===== config.mk =====
export PLATFORM = sky130hd
export DESIGN_NAME = incremental_pid_position_loop
export DESIGN_NICKNAME = d
export VERILOG_FILES = /design/src/ippl_pkg.sv /design/src/incremental_pid_position_loop.sv
export SDC_FILE = /design/constraint.sdc
export NUM_CORES = 2
export LEC_CHECK = 0
export BUFFER_PORTS_ARGS = -buffer_cell sky130_fd_sc_hd__buf_2
export CAP_MARGIN = 40
export CORE_ASPECT_RATIO = 0.7
export CORE_MARGIN = 5
export CORE_UTILIZATION = 55
export DETAILED_ROUTE_END_ITERATION = 7
export PLACE_DENSITY = 0.75
export REMOVE_ABC_BUFFERS = 1
export SKIP_CTS_REPAIR_TIMING = 1
export SYNTH_ARGS = -nofsm -noshare
export SYNTH_HDL_FRONTEND = slang
export SYNTH_SLANG_ARGS = --single-unit

===== constraint.sdc =====
create_clock -name clk -period 19 [get_ports clk]
set_input_delay 3.8 -clock clk [delete_from_list [all_inputs] [get_ports clk]]
set_output_delay 3.8 -clock clk [all_outputs]
set_load 0.02 [all_outputs]

===== src/ippl_pkg.sv =====
// Package for the incremental PID position loop: widths, loop constants,
// register indexes, direction codes and the accumulator clamp.
// No dependencies.
`timescale 1ns / 1ps
`default_nettype none

package ippl_pkg;

  // field widths
  localparam int COUNT_W = 21;
  localparam int PHASE_W = 19;
  localparam int PDIV_W  = 15;
  localparam int GAIN_W  = 16;
  localparam int CFG_W   = 21;
  localparam int IDX_W   = 3;
  localparam int DUTY_W  = 12;
  localparam int DIR_W   = 2;
  localparam int ERR_W   = 21;

  // internal widths
  localparam int PROD_W = 42;  // (target - count) * period
  localparam int ERRX_W = 43;  // unclamped error
  localparam int E_W    = 32;  // error scaled by 1024
  localparam int NUM_W  = 34;  // second difference of scaled errors
  localparam int DVS_W  = 30;  // largest combined divisor
  localparam int CNT_W  = 6;   // divider step count
  localparam int ACC_W  = 22;  // clamped accumulators
  localparam int SUMQ_W = 36;  // accumulator plus quotient
  localparam int SUM3_W = 24;  // sum of three accumulators

  // loop constants
  localparam logic signed [COUNT_W-1:0] ERR_PERIOD = 21'sd524280;
  localparam logic signed [ERRX_W-1:0]  ERR_LIMIT  = 43'sd1048560;
  localparam logic signed [SUMQ_W-1:0]  ACC_LIMIT  = 36'sd1792000;
  localparam logic signed [DUTY_W-1:0]  DUTY_MID   = 12'sd1750;

  // divider step counts
  localparam logic [CNT_W-1:0] STEPS_NUM  = 6'd34;
  localparam logic [CNT_W-1:0] STEPS_GAIN = 6'd15;

  // register indexes
  localparam logic [IDX_W-1:0] CFG_TARGET_COUNT = 3'd0;
  localparam logic [IDX_W-1:0] CFG_TARGET_PHASE = 3'd1;
  localparam logic [IDX_W-1:0] CFG_PROP_DIVISOR = 3'd2;
  localparam logic [IDX_W-1:0] CFG_INTEG_GAIN   = 3'd3;
  localparam logic [IDX_W-1:0] CFG_DERIV_GAIN   = 3'd4;

  // direction codes
  localparam logic [DIR_W-1:0] DIR_STOP = 2'd0;
  localparam logic [DIR_W-1:0] DIR_NEG  = 2'd1;
  localparam logic [DIR_W-1:0] DIR_POS  = 2'd2;

  // clamp a wide signed value to the accumulator limits
  function automatic logic signed [ACC_W-1:0] clamp_acc(input logic signed [SUMQ_W-1:0] v);
    logic signed [ACC_W-1:0] r;
    if (v > ACC_LIMIT) begin
      r = ACC_W'(ACC_LIMIT);
    end else if (v < -ACC_LIMIT) begin
      r = ACC_W'(-ACC_LIMIT);
    end else begin
      r = v[ACC_W-1:0];
    end
    return r;
  endfunction

endpackage

`default_nettype wire


===== src/incremental_pid_position_loop.sv =====
// The reset gains turn the integral term on by product and the derivative term off.
// One item is in work at a time; tready returns on the edge that loads the result,
// and a result still waiting in the output slot holds the final state until taken.
// The shared restoring divider forms one quotient bit per cycle:
// 34 steps per accumulator term and 15 more when a negative gain divides prop_divisor.
// Synchronous active-high reset restores the register defaults and clears the loop state.
`timescale 1ns / 1ps
`default_nettype none

module incremental_pid_position_loop (
  input  wire logic                        clk,
  input  wire logic                        rst,
  // input item
  input  wire logic                        s_axis_tvalid,
  output logic                             s_axis_tready,
  input  wire logic [39:0]                 s_axis_tdata,   // measured_count, measured_phase
  // result item
  output logic                             m_axis_tvalid,
  input  wire logic                        m_axis_tready,
  output logic [39:0]                      m_axis_tdata,   // duty_compare, drive_direction,
                                                           // clamped_error, error_in_range, 0
  // configuration writes
  input  wire logic                        cfg_valid,
  output logic                             cfg_ready,
  input  wire logic [ippl_pkg::IDX_W-1:0]  cfg_index,
  input  wire logic [ippl_pkg::CFG_W-1:0]  cfg_data
);

  import ippl_pkg::*;

  // sequencer states
  localparam logic [3:0] ST_IDLE = 4'd0;
  localparam logic [3:0] ST_MUL  = 4'd1;
  localparam logic [3:0] ST_ERR  = 4'd2;
  localparam logic [3:0] ST_NUM  = 4'd3;
  localparam logic [3:0] ST_DIV  = 4'd4;
  localparam logic [3:0] ST_UPD  = 4'd5;
  localparam logic [3:0] ST_GAIN = 4'd6;
  localparam logic [3:0] ST_GDIV = 4'd7;
  localparam logic [3:0] ST_SUM  = 4'd8;

  // accumulator terms
  localparam logic [1:0] TERM_P = 2'd0;
  localparam logic [1:0] TERM_I = 2'd1;
  localparam logic [1:0] TERM_D = 2'd2;

  // configuration registers
  logic signed [COUNT_W-1:0] target_count;
  logic signed [PHASE_W-1:0] target_phase;
  logic [PDIV_W-1:0]         prop_divisor;
  logic signed [GAIN_W-1:0]  integral_gain;
  logic signed [GAIN_W-1:0]  derivative_gain;

  // loop state
  logic signed [E_W-1:0]   last_error;
  logic signed [E_W-1:0]   error_before_last;
  logic signed [ACC_W-1:0] prop_accum;
  logic signed [ACC_W-1:0] integ_accum;
  logic signed [ACC_W-1:0] deriv_accum;
  logic                    was_in_range;

  // sequencer and work registers
  logic [3:0]                state;
  logic [1:0]                term;
  logic signed [COUNT_W-1:0] meas_count;
  logic signed [PHASE_W-1:0] meas_phase;
  logic signed [PROD_W-1:0]  prod;
  logic signed [ERR_W-1:0]   err;
  logic                      in_range;
  logic [NUM_W-1:0]          dvd;
  logic [DVS_W-1:0]          rem;
  logic [DVS_W-1:0]          dvs;
  logic [CNT_W-1:0]          count;
  logic                      neg;

  // result register
  logic [DUTY_W-1:0]       out_duty;
  logic [DIR_W-1:0]        out_dir;
  logic signed [ERR_W-1:0] out_err;
  logic                    out_in_range;

  // combinational helpers
  logic signed [COUNT_W:0]  diff_count;
  logic signed [ERRX_W-1:0] err_wide;
  logic [PDIV_W-1:0]        prop_eff;
  logic signed [GAIN_W-1:0] gain;
  logic [GAIN_W-1:0]        gain_mag;
  logic signed [E_W-1:0]    e_cur;
  logic signed [NUM_W-1:0]  delta1;
  logic signed [NUM_W-1:0]  delta2;
  logic signed [NUM_W-1:0]  numer;
  logic [DVS_W:0]           rem_sh;
  logic                     q_bit;
  logic [DVS_W-1:0]         rem_next;
  logic [NUM_W-1:0]         dvd_next;
  logic [DVS_W-1:0]         gain_quot;
  logic signed [SUMQ_W-1:0] quot_s;
  logic signed [SUMQ_W-1:0] acc_sel;
  logic signed [ACC_W-1:0]  acc_next;
  logic signed [SUM3_W-1:0] sum3;
  logic signed [ACC_W-1:0]  sum_clamped;
  logic signed [DUTY_W-1:0] drive;
  logic                     in_fire;
  logic                     cfg_fire;
  logic                     out_free;

  assign s_axis_tready = (state == ST_IDLE);
  assign cfg_ready     = (state == ST_IDLE);
  assign in_fire       = s_axis_tvalid && s_axis_tready;
  assign cfg_fire      = cfg_valid && cfg_ready;
  assign out_free      = !m_axis_tvalid || m_axis_tready;

  // position error before clamping
  always_comb begin
    diff_count = (COUNT_W+1)'(target_count) - (COUNT_W+1)'(meas_count);
    err_wide   = ERRX_W'(prod) + ERRX_W'(target_phase) - ERRX_W'(meas_phase);
  end

  // divisors and numerators
  always_comb begin
    prop_eff = (prop_divisor == '0) ? PDIV_W'(1) : prop_divisor;
    gain     = (term == TERM_I) ? integral_gain : derivative_gain;
    gain_mag = GAIN_W'(-gain);
    e_cur    = {err[ERR_W-1], err, 10'b0};
    delta1   = NUM_W'(e_cur) - NUM_W'(last_error);
    delta2   = delta1 - (NUM_W'(last_error) - NUM_W'(error_before_last));
    case (term)
      TERM_P:  numer = delta1;
      TERM_I:  numer = NUM_W'(e_cur);
      TERM_D:  numer = delta2;
      default: numer = delta1;
    endcase
  end

  // one restoring divider step
  always_comb begin
    rem_sh    = {rem, dvd[NUM_W-1]};
    q_bit     = (rem_sh >= {1'b0, dvs});
    rem_next  = q_bit ? DVS_W'(rem_sh - {1'b0, dvs}) : rem_sh[DVS_W-1:0];
    dvd_next  = {dvd[NUM_W-2:0], q_bit};
    gain_quot = DVS_W'(dvd_next[PDIV_W-1:0]);
  end

  // accumulator update
  always_comb begin
    quot_s = neg ? -$signed({2'b00, dvd}) : $signed({2'b00, dvd});
    case (term)
      TERM_P:  acc_sel = SUMQ_W'(prop_accum);
      TERM_I:  acc_sel = SUMQ_W'(integ_accum);
      TERM_D:  acc_sel = SUMQ_W'(deriv_accum);
      default: acc_sel = SUMQ_W'(prop_accum);
    endcase
    acc_next = clamp_acc(acc_sel + quot_s);
  end

  // drive from the clamped sum
  always_comb begin
    sum3        = SUM3_W'(prop_accum) + SUM3_W'(integ_accum) + SUM3_W'(deriv_accum);
    sum_clamped = clamp_acc(SUMQ_W'(sum3));
    drive       = DUTY_W'(sum_clamped >>> 10);
  end

  // sequencer
  always_ff @(posedge clk) begin
    if (rst) begin
      state           <= ST_IDLE;
      term            <= TERM_P;
      m_axis_tvalid   <= 1'b0;
      target_count    <= '0;
      target_phase    <= '0;
      prop_divisor    <= PDIV_W'(3000);
      integral_gain   <= GAIN_W'(10000);
      derivative_gain <= '0;
      last_error        <= '0;
      error_before_last <= '0;
      prop_accum        <= '0;
      integ_accum       <= '0;
      deriv_accum       <= '0;
      was_in_range      <= 1'b0;
    end else begin
      // drop the result once taken
      if (m_axis_tvalid && m_axis_tready && state != ST_SUM) begin
        m_axis_tvalid <= 1'b0;
      end

      case (state)
        ST_IDLE: begin
          if (in_fire) begin
            meas_count <= s_axis_tdata[COUNT_W-1:0];
            meas_phase <= s_axis_tdata[COUNT_W+PHASE_W-1:COUNT_W];
            state      <= ST_MUL;
          end
        end
        ST_MUL: begin
          prod  <= PROD_W'(diff_count) * PROD_W'(ERR_PERIOD);
          state <= ST_ERR;
        end
        ST_ERR: begin
          // clamp, limits themselves count as out of range
          if (err_wide >= ERR_LIMIT) begin
            err      <= ERR_W'(ERR_LIMIT);
            in_range <= 1'b0;
          end else if (err_wide <= -ERR_LIMIT) begin
            err      <= ERR_W'(-ERR_LIMIT);
            in_range <= 1'b0;
          end else begin
            err      <= err_wide[ERR_W-1:0];
            in_range <= 1'b1;
          end
          term  <= TERM_P;
          dvs   <= DVS_W'(prop_eff);
          state <= ST_NUM;
        end
        ST_NUM: begin
          neg   <= numer[NUM_W-1];
          dvd   <= numer[NUM_W-1] ? NUM_W'(-numer) : NUM_W'(numer);
          rem   <= '0;
          count <= STEPS_NUM;
          state <= ST_DIV;
        end
        ST_DIV: begin
          dvd   <= dvd_next;
          rem   <= rem_next;
          count <= count - CNT_W'(1);
          if (count == CNT_W'(1)) begin
            state <= ST_UPD;
          end
        end
        ST_UPD: begin
          case (term)
            TERM_P: begin
              prop_accum <= acc_next;
              term       <= TERM_I;
              state      <= ST_GAIN;
            end
            TERM_I: begin
              // clear the integral on entry into range
              integ_accum <= (in_range && !was_in_range) ? '0 : acc_next;
              term        <= TERM_D;
              state       <= ST_GAIN;
            end
            default: begin
              deriv_accum <= acc_next;
              state       <= ST_SUM;
            end
          endcase
        end
        ST_GAIN: begin
          if (gain == '0) begin
            // skip a disabled term
            if (term == TERM_I) begin
              term <= TERM_D;
            end else begin
              state <= ST_SUM;
            end
          end else if (!gain[GAIN_W-1]) begin
            dvs   <= DVS_W'(prop_eff) * DVS_W'(gain[GAIN_W-2:0]);
            state <= ST_NUM;
          end else begin
            dvd   <= {prop_eff, (NUM_W-PDIV_W)'(0)};
            rem   <= '0;
            dvs   <= DVS_W'(gain_mag);
            count <= STEPS_GAIN;
            state <= ST_GDIV;
          end
        end
        ST_GDIV: begin
          dvd   <= dvd_next;
          rem   <= rem_next;
          count <= count - CNT_W'(1);
          if (count == CNT_W'(1)) begin
            dvs   <= (gain_quot == '0) ? DVS_W'(1) : gain_quot;
            state <= ST_NUM;
          end
        end
        ST_SUM: begin
          // load the result once the output slot is free
          if (out_free) begin
            out_duty          <= DUTY_W'(drive + DUTY_MID);
            out_dir           <= drive[DUTY_W-1] ? DIR_NEG :
                                 ((drive != '0) ? DIR_POS : DIR_STOP);
            out_err           <= err;
            out_in_range      <= in_range;
            m_axis_tvalid     <= 1'b1;
            error_before_last <= last_error;
            last_error        <= e_cur;
            was_in_range      <= in_range;
            state             <= ST_IDLE;
          end
        end
        default: begin
          state <= ST_IDLE;
        end
      endcase

      // register writes; a valid index also clears the loop state
      if (cfg_fire) begin
        case (cfg_index)
          CFG_TARGET_COUNT: target_count    <= cfg_data[COUNT_W-1:0];
          CFG_TARGET_PHASE: target_phase    <= cfg_data[PHASE_W-1:0];
          CFG_PROP_DIVISOR: prop_divisor    <= cfg_data[PDIV_W-1:0];
          CFG_INTEG_GAIN:   integral_gain   <= cfg_data[GAIN_W-1:0];
          CFG_DERIV_GAIN:   derivative_gain <= cfg_data[GAIN_W-1:0];
          default: ;
        endcase
        if (cfg_index == CFG_TARGET_COUNT || cfg_index == CFG_TARGET_PHASE ||
            cfg_index == CFG_PROP_DIVISOR || cfg_index == CFG_INTEG_GAIN ||
            cfg_index == CFG_DERIV_GAIN) begin
          last_error        <= '0;
          error_before_last <= '0;
          prop_accum        <= '0;
          integ_accum       <= '0;
          deriv_accum       <= '0;
          was_in_range      <= 1'b0;
        end
      end
    end
  end

  assign m_axis_tdata = {4'b0, out_in_range, out_err, out_dir, out_duty};

`ifndef SYNTHESIS
  // an accepted item starts the error product
  a_start: assert property (@(posedge clk) disable iff (rst)
    in_fire |=> state == ST_MUL)
    else $error("accepted item did not start the sequencer");

  // divider remainder stays below the divisor
  a_rem: assert property (@(posedge clk) disable iff (rst)
    (state == ST_DIV || state == ST_GDIV) |-> (rem < dvs && dvs != '0))
    else $error("divider remainder out of range");

  // a result appears only from the final state
  a_result: assert property (@(posedge clk) disable iff (rst)
    $rose(m_axis_tvalid) |-> $past(state) == ST_SUM)
    else $error("result raised outside the final state");

  // the proportional and integral accumulators stay inside the clamp limits
  a_acc: assert property (@(posedge clk) disable iff (rst)
    state == ST_SUM |-> (SUMQ_W'(integ_accum) <= ACC_LIMIT &&
                         SUMQ_W'(integ_accum) >= -ACC_LIMIT &&
                         SUMQ_W'(prop_accum) <= ACC_LIMIT &&
                         SUMQ_W'(prop_accum) >= -ACC_LIMIT))
    else $error("accumulator beyond limits");
`endif

endmodule

`default_nettype wire

After elaboration in Yosys (flattened, before gate mapping)
Cells that the tools add are included.

word-level totals
  register bits = 463
  latch bits = 0
  memory bits (writable) = 0
  ROM bits = 0
  input bits = 69
  output and inout port bits = 43
  word-level logic and storage cells = 188
  memories = 0

cells by class
  add/subtract/negate cells = 15
  multiply operators = 2
  div/mod/pow operators = 0
  order comparisons = 7
  eq/ne operators = 26
  shift-type cells = 0
  mux-type cells = 69
  bitwise gates (word level) = 1
  reduce and logical (&&, ||, !) cells = 39

operators with widths
  operator                number
  $mux 22                 17
  $mux 32                 8
  $mux 30                 6
  $pmux 30 s3             2
  $mux 34                 3
  $pmux 34 s3             1
  $pmux 36 s2             1
  $pmux 34 s2             1
  $add 42x19->43          1
  $ge 43x21->1 const B    1
  $le 43x21->1 const B    1
  $sub 43x19->43          1
  $mul 22x17->39 const B  1
  $add 36x36->36          1
  $gt 36x22->1 const B    1
  $lt 36x22->1 const B    1
  $mux 36                 1
  $neg 34->36             1
  $pmux 4 s9              1
  $neg 34->34             1
  $sub 33x33->34          1
  $sub 31x32->33          1
  $sub 32x32->33          1
  $ge 31x30->1            1
  other kinds (52)        104

Logic depth before layout (Yosys ltp)
  word-level depth = 11
  gate-level depth with buffers = 35
  gate-level depth less buffers = 35

Worst setup path after synthesis
No wires, ideal clock.

  path type = input port to flip-flop
  from = input rst
  to = register count[0] (enable)
  library setup time = 670 ps
  arrival = 10882 ps
  data required time = 18330 ps
  slack = 7448 ps
  stages on the path = 3
  buffers on the path = 2
  cells stage by stage = clkbuf_1 clkbuf_1 nor4_1

between the ends
  word-level cells in the longest chain between the ends = 2

ends and longest elaborated chain
  what                        RTL line                              text
  start, declared             incremental_pid_position_loop.sv:12   input wire logic rst,
  $not 1->1 (no line)         -
  $reduce_and 4->1 (no line)  -
  end signal, assigned        incremental_pid_position_loop.sv:224  count <= count - CNT_W'(1);
  end signal, assigned        incremental_pid_position_loop.sv:270  count <= count - CNT_W'(1);
  end, declared               incremental_pid_position_loop.sv:73   logic [CNT_W-1:0] count;

Every way passes these cells.
A chain may end at the register's enable or synchronous reset.

Worst setup path after layout
  from = register meas_count[0]
  to = register prod[41], data pin

between the ends
  word-level cells in the longest chain between the ends = 2

ends and longest elaborated chain
  what                    RTL line                              text
  start, declared         incremental_pid_position_loop.sv:65   logic signed [COUNT_W-1:0] meas_count;
  start signal, assigned  incremental_pid_position_loop.sv:189  meas_count <= s_axis_tdata[COUNT_W-1:0];
  $sub 21x21->22          incremental_pid_position_loop.sv:115  diff_count = (COUNT_W+1)'(target_count) - (COUNT_W+1)'(meas_count);
  $mul 22x17->39          incremental_pid_position_loop.sv:195  prod <= PROD_W'(diff_count) * PROD_W'(ERR_PERIOD);
  end signal, assigned    incremental_pid_position_loop.sv:195
  end, declared           incremental_pid_position_loop.sv:67   logic signed [PROD_W-1:0] prod;

Every way passes these cells.

==> flow_summary.toml <==
[synthesis]
synthFlopType = "edfxtp_1"
synthCells = 5920
synth.largest_area_cell = "fa_1"
yosys.area.top_type_share_pct = 18.33
synth_async_sr_flop_share_pct = 0
synth_area_leaders = "fa_1 18%, edfxtp_1 14%, ha_1 9.9%"
yosysWarnings = 0
synth_edf_count = 238
ys_types = 107
syn_area_mm2 = 0.05122
yosysSeqAreaShare_pct = 22.75
ys_ff_latch = 463
syn-mean-instance-area_um2 = 8.651

[worst_setup_path]
cp_slowest_stage_delay_ps = 750
critPathKind = "reg2reg"
crit_start = "meas_count[0]$_DFFE_PP_"
cp-start-kind = "register"
rrSetupSlack_ps = 9240
worstPathMaxFanout = 6
required_ps = 19350
crit_slowest_cell = "xnor2_1"
critPathBufInv = 4
cp-endpoint = "prod[41]$_DFFE_PP_"
reg2reg_depth = 32
worstPathArrival_ps = 10110
worst_setup_path_end_kind = "register"
rr_endpoint = "prod[41]$_DFFE_PP_"
rr_startpoint = "meas_count[0]$_DFFE_PP_"
crit_top_cell = "fa_1"
cp_top_family = "adder cells"
cp.depth = 32

[sta]
setup-tns-final_ps = 0
setup_viol = 0
clock.fmax_mhz = 102.5
timing.final.crit_share_pct = 51.35
fin_ws_ps = 9243
relSlewSlack_pct = 30.69
slew_violations = 0
tightestPinTransition_ps = 1038
hold_violations = 0
grt_setup_unrepaired = "false"
skew_ps = 46.23
period_needed_ps = 9757

[global_routing]
grt_max_degree = 68
antenna_found_initial = 2
overflow = 0
grt_pass1_wl_mm = 228.7
grt_usage_pct = 28.41
grt_pass1_vias = 41970

[cts]
cts_buffer_depth = 3
clk_pin_slew_ps = 60
cts_num_sinks = 463
cts_buffers = 51
clock_latency_ps = 650
cts_tree = "yes"
htreeDepth = 2
cts-root-buf = "clkbuf_16"

[floorplan]
fp-row-count = 93
die_h_um = 265.3
start_util_pct = 55.57
coreArea_mm2 = 0.09216
design.portCount = 112
fp.dieW_um = 374.7
die-area_mm2 = 0.09942

[final_layout]
final_cell_mix = "859 x inv_1, 620 x nand2_1, 469 x fa_1"
fillCellCount = 8005
drive_gt1_share_pct = 6.111
fin_util_pct = 59.51
fin_nets = 6860
area_growth_pct = 7.082
final_common_cell = "inv_1"

[routing]
first_pass_iters = 6
drtIter0Drc = 4175
route.antenna.remaining_nets = 0
routedWlPerCell_um = 19.88
vias = 42820
drc = 0
viasPerCell = 5.954
postRouteWirelength_mm = 143.0

[worst_hold_path]
hold_depth = 2
hold_class = "reg2reg"
hp-start = "last_error[11]$_SDFF_PP0_"

[placement]
gp_congestion = 0.9581
portBuffers = 107
place.detailed.hpwl_mm = 112.3
place_ws_ps = 9413

[job]
maxCapViolCount = 0

[run_status]
status = "complete, no violations"
==> final cells by class <==
type | count | area [um2] | area share [%]
Antenna cell | 1 | 2.502 | 0.004563
Timing Repair Buffer | 185 | 1266 | 2.309
Multi-Input combinational cell | 4353 | 35490 | 64.71
Inverter | 861 | 3232 | 5.893
Sequential cell | 463 | 11650 | 21.24
Clock inverter | 34 | 315.3 | 0.5749
Tap cell | 1235 | 1545 | 2.818
Clock buffer | 60 | 1341 | 2.446
==> synth_stat cells (57+ instances only) <==
cell type and count:
inv_1 859, nand2_1 620, fa_1 469, a21oi_1 408
ha_1 407, nor2_1 325, o21ai_0 245, edfxtp_1 238
dfxtp_1 225, xnor2_1 225, clkbuf_1 201, a21o_1 148
nand3_1 138, xor2_1 107, and2_1 99, nor3_1 81
mux2i_1 68, nor2b_1 67, nand2b_1 59, a22oi_1 57
==> how the worst min path moves through the flow <==
stage                                       endpoint
finish              error_before_last[11]$_SDFF_PP0_
global route           target_count[11]$_SDFFE_PP0P_
CTS                          was_in_range$_SDFF_PP0_
detailed placement           was_in_range$_SDFF_PP0_
global placement             was_in_range$_SDFF_PP0_
floorplan             integral_gain[11]$_SDFFE_PP0P_
==> cells by family after synthesis <==
family,share of synthesized area (%)
mux,1.637
fa+ha+maj,28.31
flops,22.75
simple gates,16.09
buf+inv,8.233
other cells,0.007322
compound gates,17.23
xor+xnor,5.741
==> flip-flops by register name, summed over array words and instances (netlist names), 6 cells and up <==
signal / flops
prod: 39
dvd: 34
error_before_last: 32
last_error: 32
dvs: 30
rem: 30
deriv_accum: 22
integ_accum: 22
prop_accum: 22
err: 21
meas_count: 21
out_err: 21
target_count: 21
meas_phase: 19
target_phase: 19
derivative_gain: 16
integral_gain: 16
prop_divisor: 15
out_duty: 12
count: 6
==> worst min-delay path, cell delays in order (launching register included) <==
cell and delay, ps:
dfxtp_1 320, nand2_1 60, a21oi_1 50
==> metal layers <==
metal	vias up	wire [um]	track usage, %
li1	20180	-	-
met1	20500	62790	40.77
met2	1869	60300	42.47
met3	270	14860	6.990
met4	0	5044	9.133
met5	-	0	0
==> metrics by stage <==
stage | instances | instance area (um2) | hold WS (ps)
6_report | 7192 | 54840 | 452.8
3_3_place_gp | 7074 | 52870 | 438.9
3_5_place_dp | 7096 | 53180 | 445.6
5_1_grt | 7192 | 54840 | 480.6
4_1_cts | 7190 | 54830 | 453.6
2_1_floorplan | 5677 | 50240 | 426.8
Power is not shown: default switching activity piles up to over one toggle a cycle in this logic, so the estimate is an artifact.
